[config.mk]
export PLATFORM = sky130hd
export DESIGN_NAME = arm_data_processing_execute
export DESIGN_NICKNAME = d
export VERILOG_FILES = /design/src/sv/ape_pkg.sv /design/src/sv/ape_decode.sv /design/src/sv/ape_shift.sv /design/src/sv/ape_alu.sv /design/src/sv/arm_data_processing_execute.sv
export VERILOG_INCLUDE_DIRS = /design/src /design/src/sv
export SDC_FILE = /design/constraint.sdc
export NUM_CORES = 1
export LEC_CHECK = 0
export ABC_AREA = 1
export BUFFER_PORTS_ARGS = -buffer_cell sky130_fd_sc_hd__buf_2
export CORE_MARGIN = 4
export CORE_UTILIZATION = 55
export CTS_CLUSTER_DIAMETER = 50
export DETAILED_ROUTE_END_ITERATION = 16
export GPL_ROUTABILITY_DRIVEN = 0
export PLACE_DENSITY = 0.74
export SLEW_MARGIN = 5
export SYNTH_ARGS = -nofsm -noshare
export SYNTH_HDL_FRONTEND = slang
export SYNTH_HIERARCHICAL = 1
export SYNTH_SLANG_ARGS = --single-unit
export TNS_END_PERCENT = 1
[constraint.sdc]
create_clock -name clock -period 3.6 [get_ports clock]
set_input_delay 0.18 -clock clock [delete_from_list [all_inputs] [get_ports clock]]
set_output_delay 0.18 -clock clock [all_outputs]
set_load 0.1 [all_outputs]
[src/sv/assert_macros.svh]
// Assertion helpers
`ifndef ASSERT_MACROS_SVH
`define ASSERT_MACROS_SVH

`ifndef ASSERT_OFF
`define ASSERT_PROP(label, clk, rst, prop) \
   label: assert property (@(posedge clk) disable iff (rst) (prop)) \
      else $error("assertion failed");
`define ASSERT_IMPL(label, clk, rst, ante, cons) \
   label: assert property (@(posedge clk) disable iff (rst) (ante) |-> (cons)) \
      else $error("assertion failed");
`else
`define ASSERT_PROP(label, clk, rst, prop)
`define ASSERT_IMPL(label, clk, rst, ante, cons)
`endif

`endif

[src/sv/ape_pkg.sv]
package ape_pkg;

   localparam int unsigned WordWidth = 32;
   localparam int unsigned AmtWidth  = 8;

   typedef enum logic [3:0] {
      OP_AND = 4'd0,
      OP_EOR = 4'd1,
      OP_SUB = 4'd2,
      OP_RSB = 4'd3,
      OP_ADD = 4'd4,
      OP_ADC = 4'd5,
      OP_SBC = 4'd6,
      OP_RSC = 4'd7,
      OP_TST = 4'd8,
      OP_TEQ = 4'd9,
      OP_CMP = 4'd10,
      OP_CMN = 4'd11,
      OP_ORR = 4'd12,
      OP_MOV = 4'd13,
      OP_BIC = 4'd14,
      OP_MVN = 4'd15
   } opcode_type;

   typedef enum logic [3:0] {
      CC_EQ = 4'd0,
      CC_NE = 4'd1,
      CC_CS = 4'd2,
      CC_CC = 4'd3,
      CC_MI = 4'd4,
      CC_PL = 4'd5,
      CC_VS = 4'd6,
      CC_VC = 4'd7,
      CC_HI = 4'd8,
      CC_LS = 4'd9,
      CC_GE = 4'd10,
      CC_LT = 4'd11,
      CC_GT = 4'd12,
      CC_LE = 4'd13,
      CC_AL = 4'd14,
      CC_NV = 4'd15
   } cond_type;

   typedef enum logic [1:0] {
      SH_LSL = 2'd0,
      SH_LSR = 2'd1,
      SH_ASR = 2'd2,
      SH_ROR = 2'd3
   } shift_type;

   // control that travels alongside each item
   typedef struct packed {
      logic       valid;
      logic       exec;
      opcode_type opcode;
      logic       s_bit;
      logic [3:0] rd;
      logic [3:0] flags;
   } ctl_type;

endpackage

[src/sv/ape_decode.sv]
module ape_decode (
   input  logic                                clock,
   input  logic                                reset,
   input  logic                                accept,
   input  logic [ape_pkg::WordWidth-1:0]       instruction,
   input  logic [ape_pkg::WordWidth-1:0]       rn_value,
   input  logic [ape_pkg::WordWidth-1:0]       rm_value,
   input  logic [ape_pkg::WordWidth-1:0]       rs_value,
   input  logic [3:0]                          flags_in,
   output ape_pkg::ctl_type                    ctl,
   output logic [ape_pkg::WordWidth-1:0]       rn,
   output logic [ape_pkg::WordWidth-1:0]       shift_src,
   output ape_pkg::shift_type                  shift_kind,
   output logic [ape_pkg::AmtWidth-1:0]        shift_amt
);

   logic                              cond_ok;
   logic                              fn, fz, fc, fv;
   logic                              valid_ff;
   ape_pkg::ctl_type                  ctl_in;
   ape_pkg::ctl_type                  ctl_ff;
   logic [ape_pkg::WordWidth-1:0]     rn_ff;
   logic [ape_pkg::WordWidth-1:0]     src_in, src_ff;
   ape_pkg::shift_type                kind_in, kind_ff;
   logic [ape_pkg::AmtWidth-1:0]      amt_in, amt_ff;

   assign fn = flags_in[3];
   assign fz = flags_in[2];
   assign fc = flags_in[1];
   assign fv = flags_in[0];

   always_comb begin
      unique case (ape_pkg::cond_type'(instruction[31:28]))
         ape_pkg::CC_EQ: cond_ok = fz;
         ape_pkg::CC_NE: cond_ok = !fz;
         ape_pkg::CC_CS: cond_ok = fc;
         ape_pkg::CC_CC: cond_ok = !fc;
         ape_pkg::CC_MI: cond_ok = fn;
         ape_pkg::CC_PL: cond_ok = !fn;
         ape_pkg::CC_VS: cond_ok = fv;
         ape_pkg::CC_VC: cond_ok = !fv;
         ape_pkg::CC_HI: cond_ok = fc && !fz;
         ape_pkg::CC_LS: cond_ok = !fc || fz;
         ape_pkg::CC_GE: cond_ok = (fn == fv);
         ape_pkg::CC_LT: cond_ok = (fn != fv);
         ape_pkg::CC_GT: cond_ok = !fz && (fn == fv);
         ape_pkg::CC_LE: cond_ok = fz || (fn != fv);
         ape_pkg::CC_AL: cond_ok = 1'b1;
         default:        cond_ok = 1'b0;
      endcase
   end

   // immediate operand is a rotate of the 8-bit field by twice its rotate field
   always_comb begin
      if (instruction[25]) begin
         src_in  = {{(ape_pkg::WordWidth-8){1'b0}}, instruction[7:0]};
         kind_in = ape_pkg::SH_ROR;
         amt_in  = {{(ape_pkg::AmtWidth-5){1'b0}}, instruction[11:8], 1'b0};
      end else begin
         src_in  = rm_value;
         kind_in = ape_pkg::shift_type'(instruction[6:5]);
         if (instruction[4]) begin
            amt_in = rs_value[ape_pkg::AmtWidth-1:0];
         end else begin
            amt_in = {{(ape_pkg::AmtWidth-5){1'b0}}, instruction[11:7]};
         end
      end
      ctl_in.valid  = 1'b1;
      ctl_in.exec   = cond_ok;
      ctl_in.opcode = ape_pkg::opcode_type'(instruction[24:21]);
      ctl_in.s_bit  = instruction[20];
      ctl_in.rd     = instruction[15:12];
      ctl_in.flags  = flags_in;
   end

   always_ff @(posedge clock) begin
      if (reset) begin
         valid_ff <= 1'b0;
      end else begin
         valid_ff <= accept;
      end
   end

   always_ff @(posedge clock) begin
      if (accept) begin
         ctl_ff  <= ctl_in;
         rn_ff   <= rn_value;
         src_ff  <= src_in;
         kind_ff <= kind_in;
         amt_ff  <= amt_in;
      end
   end

   always_comb begin
      ctl       = ctl_ff;
      ctl.valid = valid_ff;
   end

   assign rn         = rn_ff;
   assign shift_src  = src_ff;
   assign shift_kind = kind_ff;
   assign shift_amt  = amt_ff;

endmodule

[src/sv/ape_shift.sv]
module ape_shift (
   input  logic                                clock,
   input  logic                                reset,
   input  ape_pkg::ctl_type                    ctl_i,
   input  logic [ape_pkg::WordWidth-1:0]       rn_i,
   input  logic [ape_pkg::WordWidth-1:0]       shift_src,
   input  ape_pkg::shift_type                  shift_kind,
   input  logic [ape_pkg::AmtWidth-1:0]        shift_amt,
   output ape_pkg::ctl_type                    ctl_o,
   output logic [ape_pkg::WordWidth-1:0]       rn_o,
   output logic [ape_pkg::WordWidth-1:0]       op2,
   output logic                                op2_carry
);

   localparam int unsigned W = ape_pkg::WordWidth;

   logic [4:0]        amt5;
   logic              amt_zero, amt_eq32, amt_big;
   logic              sign;
   logic [W:0]        lsl_ext, lsr_ext, asr_ext;
   logic [2*W-1:0]    ror_ext;
   logic [W-1:0]      res_in;
   logic              carry_in;
   logic              valid_ff;
   ape_pkg::ctl_type  ctl_ff;
   logic [W-1:0]      rn_ff, op2_ff;
   logic              carry_ff;

   assign amt5     = shift_amt[4:0];
   assign amt_zero = (shift_amt == '0);
   assign amt_eq32 = (shift_amt == ape_pkg::AmtWidth'(W));
   assign amt_big  = (shift_amt >= ape_pkg::AmtWidth'(W));
   assign sign     = shift_src[W-1];

   assign lsl_ext = {1'b0, shift_src} << amt5;
   assign lsr_ext = {shift_src, 1'b0} >> amt5;
   assign asr_ext = $unsigned($signed({shift_src, 1'b0}) >>> amt5);
   assign ror_ext = {shift_src, shift_src} >> amt5;

   always_comb begin
      res_in   = shift_src;
      carry_in = 1'b0;
      if (!amt_zero) begin
         case (shift_kind)
            ape_pkg::SH_LSL: begin
               if (amt_big) begin
                  res_in   = '0;
                  carry_in = amt_eq32 & shift_src[0];
               end else begin
                  res_in   = lsl_ext[W-1:0];
                  carry_in = lsl_ext[W];
               end
            end
            ape_pkg::SH_LSR: begin
               if (amt_big) begin
                  res_in   = '0;
                  carry_in = amt_eq32 & sign;
               end else begin
                  res_in   = lsr_ext[W:1];
                  carry_in = lsr_ext[0];
               end
            end
            ape_pkg::SH_ASR: begin
               if (amt_big) begin
                  res_in   = {W{sign}};
                  carry_in = sign;
               end else begin
                  res_in   = asr_ext[W:1];
                  carry_in = asr_ext[0];
               end
            end
            default: begin
               res_in   = ror_ext[W-1:0];
               carry_in = ror_ext[W-1];
            end
         endcase
      end
   end

   always_ff @(posedge clock) begin
      if (reset) begin
         valid_ff <= 1'b0;
      end else begin
         valid_ff <= ctl_i.valid;
      end
   end

   always_ff @(posedge clock) begin
      if (ctl_i.valid) begin
         ctl_ff   <= ctl_i;
         rn_ff    <= rn_i;
         op2_ff   <= res_in;
         carry_ff <= carry_in;
      end
   end

   always_comb begin
      ctl_o       = ctl_ff;
      ctl_o.valid = valid_ff;
   end

   assign rn_o      = rn_ff;
   assign op2       = op2_ff;
   assign op2_carry = carry_ff;

endmodule

[src/sv/ape_alu.sv]
module ape_alu (
   input  logic                                clock,
   input  logic                                reset,
   input  ape_pkg::ctl_type                    ctl_i,
   input  logic [ape_pkg::WordWidth-1:0]       rn,
   input  logic [ape_pkg::WordWidth-1:0]       op2,
   input  logic                                op2_carry,
   output logic                                strobe,
   output logic                                executed,
   output logic                                reg_write,
   output logic [3:0]                          dest_reg,
   output logic [ape_pkg::WordWidth-1:0]       result_value,
   output logic                                flags_write,
   output logic [3:0]                          flags_out
);

   localparam int unsigned W = ape_pkg::WordWidth;

   logic [W:0]    sum, diff, rdiff;
   logic [W-1:0]  res_in;
   logic          carry, known, wr_in, fw_in;
   logic [3:0]    fout_in;
   logic          strobe_ff, exec_ff, wr_ff, fw_ff;
   logic [3:0]    rd_ff, fout_ff;
   logic [W-1:0]  res_ff;

   assign sum   = {1'b0, rn} + {1'b0, op2};
   assign diff  = {1'b0, rn} - {1'b0, op2};
   assign rdiff = {1'b0, op2} - {1'b0, rn};

   always_comb begin
      res_in = '0;
      carry  = op2_carry;
      known  = 1'b1;
      wr_in  = 1'b0;
      case (ctl_i.opcode)
         ape_pkg::OP_AND, ape_pkg::OP_TST: begin
            res_in = rn & op2;
            wr_in  = (ctl_i.opcode == ape_pkg::OP_AND);
         end
         ape_pkg::OP_EOR, ape_pkg::OP_TEQ: begin
            res_in = rn ^ op2;
            wr_in  = (ctl_i.opcode == ape_pkg::OP_EOR);
         end
         ape_pkg::OP_ORR: begin
            res_in = rn | op2;
            wr_in  = 1'b1;
         end
         ape_pkg::OP_MOV: begin
            res_in = op2;
            wr_in  = 1'b1;
         end
         ape_pkg::OP_ADD: begin
            res_in = sum[W-1:0];
            carry  = sum[W];
            wr_in  = 1'b1;
         end
         ape_pkg::OP_SUB, ape_pkg::OP_CMP: begin
            res_in = diff[W-1:0];
            carry  = !diff[W];
            wr_in  = (ctl_i.opcode == ape_pkg::OP_SUB);
         end
         ape_pkg::OP_RSB: begin
            res_in = rdiff[W-1:0];
            carry  = !rdiff[W];
            wr_in  = 1'b1;
         end
         default: begin
            known = 1'b0;
         end
      endcase
      if (!ctl_i.exec) begin
         res_in = '0;
         known  = 1'b0;
         wr_in  = 1'b0;
      end
      fw_in   = known & ctl_i.s_bit;
      fout_in = ctl_i.flags;
      if (fw_in) begin
         fout_in = {res_in[W-1], (res_in == '0), carry, ctl_i.flags[0]};
      end
   end

   always_ff @(posedge clock) begin
      if (reset) begin
         strobe_ff <= 1'b0;
      end else begin
         strobe_ff <= ctl_i.valid;
      end
   end

   always_ff @(posedge clock) begin
      if (ctl_i.valid) begin
         exec_ff <= ctl_i.exec;
         wr_ff   <= wr_in;
         rd_ff   <= ctl_i.rd;
         res_ff  <= res_in;
         fw_ff   <= fw_in;
         fout_ff <= fout_in;
      end
   end

   assign strobe       = strobe_ff;
   assign executed     = exec_ff;
   assign reg_write    = wr_ff;
   assign dest_reg     = rd_ff;
   assign result_value = res_ff;
   assign flags_write  = fw_ff;
   assign flags_out    = fout_ff;

endmodule

[src/sv/arm_data_processing_execute.sv]
// Data-processing execute unit: condition check, barrel-shifted operand 2 and
// ALU in three register stages (decode, shift, ALU). One item is taken every
// cycle that start is high outside reset; its result is driven on the rsp_
// ports, with rsp_strobe high for one cycle, once it has passed the decode,
// shift and ALU registers. There is no back-pressure: the receiver must take
// each result in the cycle it is shown. busy is high only while reset is held.
`include "assert_macros.svh"

module arm_data_processing_execute (
   input  logic                                clock,
   input  logic                                reset,
   input  logic                                start,
   output logic                                busy,
   input  logic [ape_pkg::WordWidth-1:0]       req_instruction,
   input  logic [ape_pkg::WordWidth-1:0]       req_rn_value,
   input  logic [ape_pkg::WordWidth-1:0]       req_rm_value,
   input  logic [ape_pkg::WordWidth-1:0]       req_rs_value,
   input  logic [3:0]                          req_flags_in,
   output logic                                rsp_strobe,
   output logic                                rsp_executed,
   output logic                                rsp_reg_write,
   output logic [3:0]                          rsp_dest_reg,
   output logic [ape_pkg::WordWidth-1:0]       rsp_result_value,
   output logic                                rsp_flags_write,
   output logic [3:0]                          rsp_flags_out
);

   logic                              accept;
   ape_pkg::ctl_type                  dec_ctl, sh_ctl;
   logic [ape_pkg::WordWidth-1:0]     dec_rn, dec_src, sh_rn, sh_op2;
   ape_pkg::shift_type                dec_kind;
   logic [ape_pkg::AmtWidth-1:0]      dec_amt;
   logic                              sh_carry;

   assign busy   = reset;
   assign accept = start && !busy;

   ape_decode u_decode (
      .clock       (clock),
      .reset       (reset),
      .accept      (accept),
      .instruction (req_instruction),
      .rn_value    (req_rn_value),
      .rm_value    (req_rm_value),
      .rs_value    (req_rs_value),
      .flags_in    (req_flags_in),
      .ctl         (dec_ctl),
      .rn          (dec_rn),
      .shift_src   (dec_src),
      .shift_kind  (dec_kind),
      .shift_amt   (dec_amt)
   );

   ape_shift u_shift (
      .clock      (clock),
      .reset      (reset),
      .ctl_i      (dec_ctl),
      .rn_i       (dec_rn),
      .shift_src  (dec_src),
      .shift_kind (dec_kind),
      .shift_amt  (dec_amt),
      .ctl_o      (sh_ctl),
      .rn_o       (sh_rn),
      .op2        (sh_op2),
      .op2_carry  (sh_carry)
   );

   ape_alu u_alu (
      .clock        (clock),
      .reset        (reset),
      .ctl_i        (sh_ctl),
      .rn           (sh_rn),
      .op2          (sh_op2),
      .op2_carry    (sh_carry),
      .strobe       (rsp_strobe),
      .executed     (rsp_executed),
      .reg_write    (rsp_reg_write),
      .dest_reg     (rsp_dest_reg),
      .result_value (rsp_result_value),
      .flags_write  (rsp_flags_write),
      .flags_out    (rsp_flags_out)
   );

   `ASSERT_IMPL(a_latency, clock, reset, accept, ##3 rsp_strobe)
   `ASSERT_IMPL(a_v_kept, clock, reset, accept, ##3 (rsp_flags_out[0] == $past(req_flags_in[0], 3)))
   `ASSERT_IMPL(a_skip_quiet, clock, reset, rsp_strobe && !rsp_executed, !rsp_reg_write && !rsp_flags_write && (rsp_result_value == '0))
   `ASSERT_IMPL(a_z_flag, clock, reset, rsp_strobe && rsp_flags_write, rsp_flags_out[2] == (rsp_result_value == '0))
   `ASSERT_PROP(a_no_phantom, clock, reset, rsp_strobe |-> $past(dec_ctl.valid, 2))

endmodule

After elaboration in Yosys (flattened, before gate mapping) --
Cells that the tools add are included.
Storage, ports and cells: register bits after elaboration 213, word-level logic and storage cells 115
Cells by class: $add $sub $neg 3, magnitude comparators 1, equality and inequality tests 28, shift-type cells 4, muxes and demuxes 20, bitwise gates (word level) 7, reductions and logical operators 23
Operators with widths (count):
- case mux 32 bit (7 select lines) | 1
- 2-to-1 mux 32 bit | 5
- case mux 32 bit (3 select lines) | 1
- subtractor 32 x 32 -> 33 bit | 2
- >> shifter 64 x 5 -> 32 bit | 1
- equality test 4 bit, second input constant | 12
- adder 32 x 32 -> 33 bit | 1
- << shifter 32 x 5 -> 33 bit | 1
- >> shifter 33 x 5 -> 33 bit | 1
- >>> shifter 33 x 5 -> 33 bit | 1
- bitwise AND 32 bit | 1
- logical NOT 32 bit | 1
- bitwise OR 32 bit | 1
- bitwise XOR 32 bit | 1
- equality test 4 x 3 -> 1 bit, second input constant | 5
- equality test 4 x 2 -> 1 bit, second input constant | 4
- case mux 1 bit (15 select lines) | 1
- 2-to-1 mux 5 bit | 2
- OR reduction 10 bit | 1
- equality test 4 x 1 -> 1 bit, second input constant | 2
- equality test 8 x 6 -> 1 bit, second input constant | 1
- greater-or-equal comparator 8 x 6 -> 1 bit, second input constant | 1
- logical NOT 4 bit | 2
- logical NOT 8 bit | 1
- 17 further kinds | 36

Depth between registers and ports, before layout --
word-level depth 6, depth in mapped cells 24

Cells and area by module --
The synthesis kept the hierarchy.
By module, submodules not included:
- ape_alu | times used 1, cells each 1968, area each 10759.1 um^2
- ape_shift | times used 1, cells each 1141, area each 7602.3 um^2
- ape_decode | times used 1, cells each 236, area each 3279.4 um^2
- arm_data_processing_execute | times used 1, cells each 3, area each 17.5 um^2

Least setup slack after synthesis --
Ideal clock, no wire load.
path kind input to register, from in start, to reg u_decode.ctl_ff, in the netlist u_decode/ctl[0] (enable), library setup time 0.466 ns, arrival time 2.467 ns, required time 3.134 ns, path slack 0.668 ns, stages 2, path buffers 0, path through inv_1 -> nor2_2
On the way: cells in the longest elaborated chain, start to end 1
RTL lines:
- start, declared | line arm_data_processing_execute.sv:12 | input logic start,
- logical AND 1 bit | line arm_data_processing_execute.sv:36 | assign accept = start && !busy;
- named net accept | line arm_data_processing_execute.sv:28 | logic accept;
- end signal, assigned | line ape_decode.sv:86 | ctl_ff <= ctl_in;
- end, declared | line ape_decode.sv:21 | ape_pkg::ctl_type ctl_ff;
The timed path passes the listed nets, and every way through them passes these cells. A chain may end at the register's enable or synchronous reset.

Worst setup path in the final report --
from reg u_shift.op2_ff[0] (netlist: u_shift/op2[0]), to reg u_alu.fout_ff[2] (netlist: u_alu/flags_out[2]), data pin
On the way: cells in the longest elaborated chain, start to end 5
RTL lines:
- start, declared | line ape_shift.sv:26 | logic [W-1:0] rn_ff, op2_ff;
- start signal, assigned | line ape_shift.sv:92 | op2_ff <= res_in;
- subtractor 32 x 32 -> 33 bit (tied with other cells) | line ape_alu.sv:29 | assign rdiff = {1'b0, op2} - {1'b0, rn};
- case mux 32 bit (7 select lines) * | line ape_alu.sv:36 | case (ctl_i.opcode)
- 2-to-1 mux 32 bit * | line ape_alu.sv:72 | if (!ctl_i.exec) begin
- logical NOT 32 bit * | line ape_alu.sv:80 | fout_in = {res_in[W-1], (res_in == '0), carry, ctl_i.flags[0]};
- 2-to-1 mux 4 bit * | line ape_alu.sv:79 | if (fw_in) begin
- named net u_alu.fout_in[2] | line ape_alu.sv:22 | logic [3:0] fout_in;
- end signal, assigned | line ape_alu.sv:99 | fout_ff <= fout_in;
- end, declared | line ape_alu.sv:24 | logic [3:0] rd_ff, fout_ff;
Mark *: on every way through the listed nets, which the timed path passes. The rest lies on a longest branch.

==> flow_summary.toml <==
[routing]
drt-met1-wl_um = 28600
highest_layer = "met5"
wl_met3_um = 9060
num_vias = 24093
drc = 0
wl_met2_um = 33400
final_antenna_net_count = 0
vias_per_cell = 5.91
dr.pass1.iters = 9
wl_um = 77300
drt_iter0_markers = 3722
wire_per_inst_um = 19.0

[final_layout]
seq_area_mm2 = 0.00637
layout_common_cells = "nand2_1, nand3_1, inv_1, nor2_1, edfxtp_1"
antenna_cells = 0
area.growth.synth_to_final_pct = 13.2
drive_gt1_frac = 0.0981
layout_commonest_cell = "nand2_1"
fillerInstances = 3544
fin_nets = 3810
postLayoutCellArea_mm2 = 0.0245
multi_input_area_mm2 = 0.0127

[cts]
cts_tree = "yes"
post-cts-setup-buffer-count = 0
ctsResizeCount = 0
numCtsBuffers = 28
root_buffer = "clkbuf_16"
postCtsHoldBufs = 101
h-tree-depth = 1
path_clk_slew_ns = 0.06
clk_latency_ns = 0.58
clockBufferDepth = 3
cts_num_sinks = 213

[synth]
synth_cell_type_count = 53
syn_avg_cell_area_um2 = 6.47
synth_nets = 3623
synth-seq-cells = 213
syn_inst = 3348
syn_area_mm2 = 0.0217
async_flop_share = 0
ys_seq_area_frac = 0.294
ys.flop_type = "edfxtp_1"
synth_warnings = 6
synth-edff-count = 210

[floorplanning]
start_util = 0.558
std_cell_rows = 72
die_w_um = 206
coreArea_mm2 = 0.0388
io_pins = 180
dieArea_mm2 = 0.0426
dieHeight_um = 206

[critical_path]
cpMaxStageDelayCell = "fa_1"
cpMostUsedCell = "nand2_1"
critPathKind = "reg2reg"
worst_ep_required_time_ns = 4.05
cp_max_fo = 4
crit_arrival_ns = 3.78
critPathTopFamily = "simple AND/OR/NAND/NOR gates"
startpoint_type = "flop"
cp_num_buf_inv = 2
crit_path_end_kind = "flop"
cp-startpoint = "u_shift/op2[0]$_DFFE_PP_"
cpPeakStageDelay_ns = 0.44
crit_path_cell_trace = "ha_1 > inv_1 > fa_1 > inv_1 > nand3_1 > nand2_1 > nand2_1 > nand2_1 > nand2_1 > nand2_1 > nand3b_1 > nand2_1 > nand2_1 > nand3_1 > nand2_1 > o21ai_1 > nand2_1 > nor2_1 > nand3_1 > nand2_1"
r2r-start = "u_shift/op2[0]$_DFFE_PP_"

[sta]
setup_violations = 0
clock_skew_ns = 0.0293
fin_crit_sh = 0.925
relSlewSlack = 0.296
final.setup.worst_slack_ns = 0.271
tns_ns = 0
hold_viol = 0
max_freq_mhz = 300
tightestPinTransition_ns = 1.06
rsz0062_at_grt = "false"
layout_min_cycle_time_ns = 3.33
slew_violations = 0

[status]
outcome = "completed"

[power]
power.internal_w = 0.00528
net-switching-power_w = 0.00313
totalPowerFinal_w = 0.00841
p_leak_nw = 12.5
ir_worst_vdd_uv = 374
seqPwrFrac = 0.357
combPwrFrac = 0.321
switching_share = 0.372
pwr-share-clk = 0.322
power_density_mw_per_mm2 = 343

[placed_design]
placed_area_mm2 = 0.0226
dp_hpwl_um = 59900
dp_slack_ns = 0.380
port_buffers = 149

[global_route]
grt-ovfl-total = 0
grt_pass1_vias = 22550
antenna_found_initial = 2
grt_max_degree = 76
grt_pass1_wl_um = 120000
track_usage = 0.356

[hold_path]
hold_start = "start"
hold_class = "in2reg"

[job]
max_cap_violations = 0
layer usage:
layer  vias up  track usage
met5         -            0
met1     10756        0.449
met3       397       0.0662
met2      1687        0.557
li1      11251            -
met4         2        0.237
synth_stat cells, types with 2 or more instances:
cell | count | area, µm²
clkinv_1 | 3 | 11.3
a21oi_1 | 123 | 616
a221oi_1 | 2 | 17.5
nand2_1 | 1119 | 4200
o21ai_1 | 27 | 135
nand2_2 | 18 | 113
nand3_1 | 510 | 2550
buf_2 | 68 | 340
o221ai_1 | 7 | 61.3
a21oi_2 | 2 | 17.5
clkbuf_1 | 13 | 48.8
a31oi_1 | 6 | 37.5
nand3_2 | 26 | 260
and2_1 | 5 | 31.3
dfxtp_1 | 3 | 60.1
inv_1 | 452 | 1700
nor2_4 | 4 | 45.0
nand3b_1 | 9 | 67.6
edfxtp_1 | 210 | 6310
nor3_1 | 10 | 50.1
nand2_4 | 18 | 203
inv_2 | 10 | 37.5
buf_4 | 17 | 128
buf_12 | 2 | 40.0
or2_0 | 2 | 12.5
fa_1 | 3 | 60.1
o21a_1 | 2 | 15.0
buf_6 | 15 | 169
o21ai_0 | 81 | 405
mux2_2 | 4 | 45.0
o2111ai_1 | 2 | 17.5
ha_1 | 137 | 1710
a211oi_1 | 17 | 128
o22ai_1 | 17 | 106
nand4_1 | 63 | 394
o21bai_1 | 16 | 120
buf_1 | 18 | 67.6
o211ai_1 | 16 | 120
o31ai_1 | 2 | 15.0
nor2_1 | 256 | 961
nor2_2 | 21 | 131
worst min-delay path, cell delays in order:
cell and delay (ns):
buf_2 0.09, inv_1 0.08, nor2_4 0.08
metrics by stage:
stage	hold slack, ns	cells	utilization
floorplan	0.252	3348	-
global placement	0.357	3922	0.582
detailed placement	0.358	3922	0.582
CTS	0.0175	4074	0.631
global route	0.0427	4074	0.631
finish	0.0343	4074	0.631
cell type report:
class,instances,area share
tap,518,0.0264
timing repair buffer,290,0.0844
multi-input combinational,2534,0.520
clock inverter,22,0.00863
sequential,213,0.260
inverter,468,0.0721
clock buffer,29,0.0287
power by group through the flow:
stage          combinational, W  sequential [W]  clock [W]
2_1_floorplan           0.00176         0.00306          0
3_3_place_gp            0.00242         0.00305          0
3_5_place_dp            0.00247         0.00305          0
4_1_cts                 0.00257         0.00300    0.00277
5_1_grt                 0.00293         0.00302    0.00288
6_report                0.00270         0.00300    0.00271
worst paths after layout:
| kind | to | slack [ns] | depth (start not counted) |
|---|---|---|---|
| max | u_alu/flags_out[2]$_DFFE_PP_ | 0.27 | 20 |
| max reg2reg | u_alu/flags_out[2]$_DFFE_PP_ | 0.27 | 20 |
| min | u_decode/ctl[5]$_DFFE_PP_ | 0.03 | 3 |
| min reg2reg | u_shift/rn_o[12]$_DFFE_PP_ | 0.41 | 0 |
kinds of logic after synthesis:
logic type	Yosys count	share of synthesized area
simple gates	2065	0.418
xor+xnor	1	0.000404
mux	4	0.00208
fa+ha+maj	140	0.0819
flops	213	0.294
buf+inv	601	0.118
compound gates	324	0.0852
Note: power is estimated with default switching activity, not from simulation.
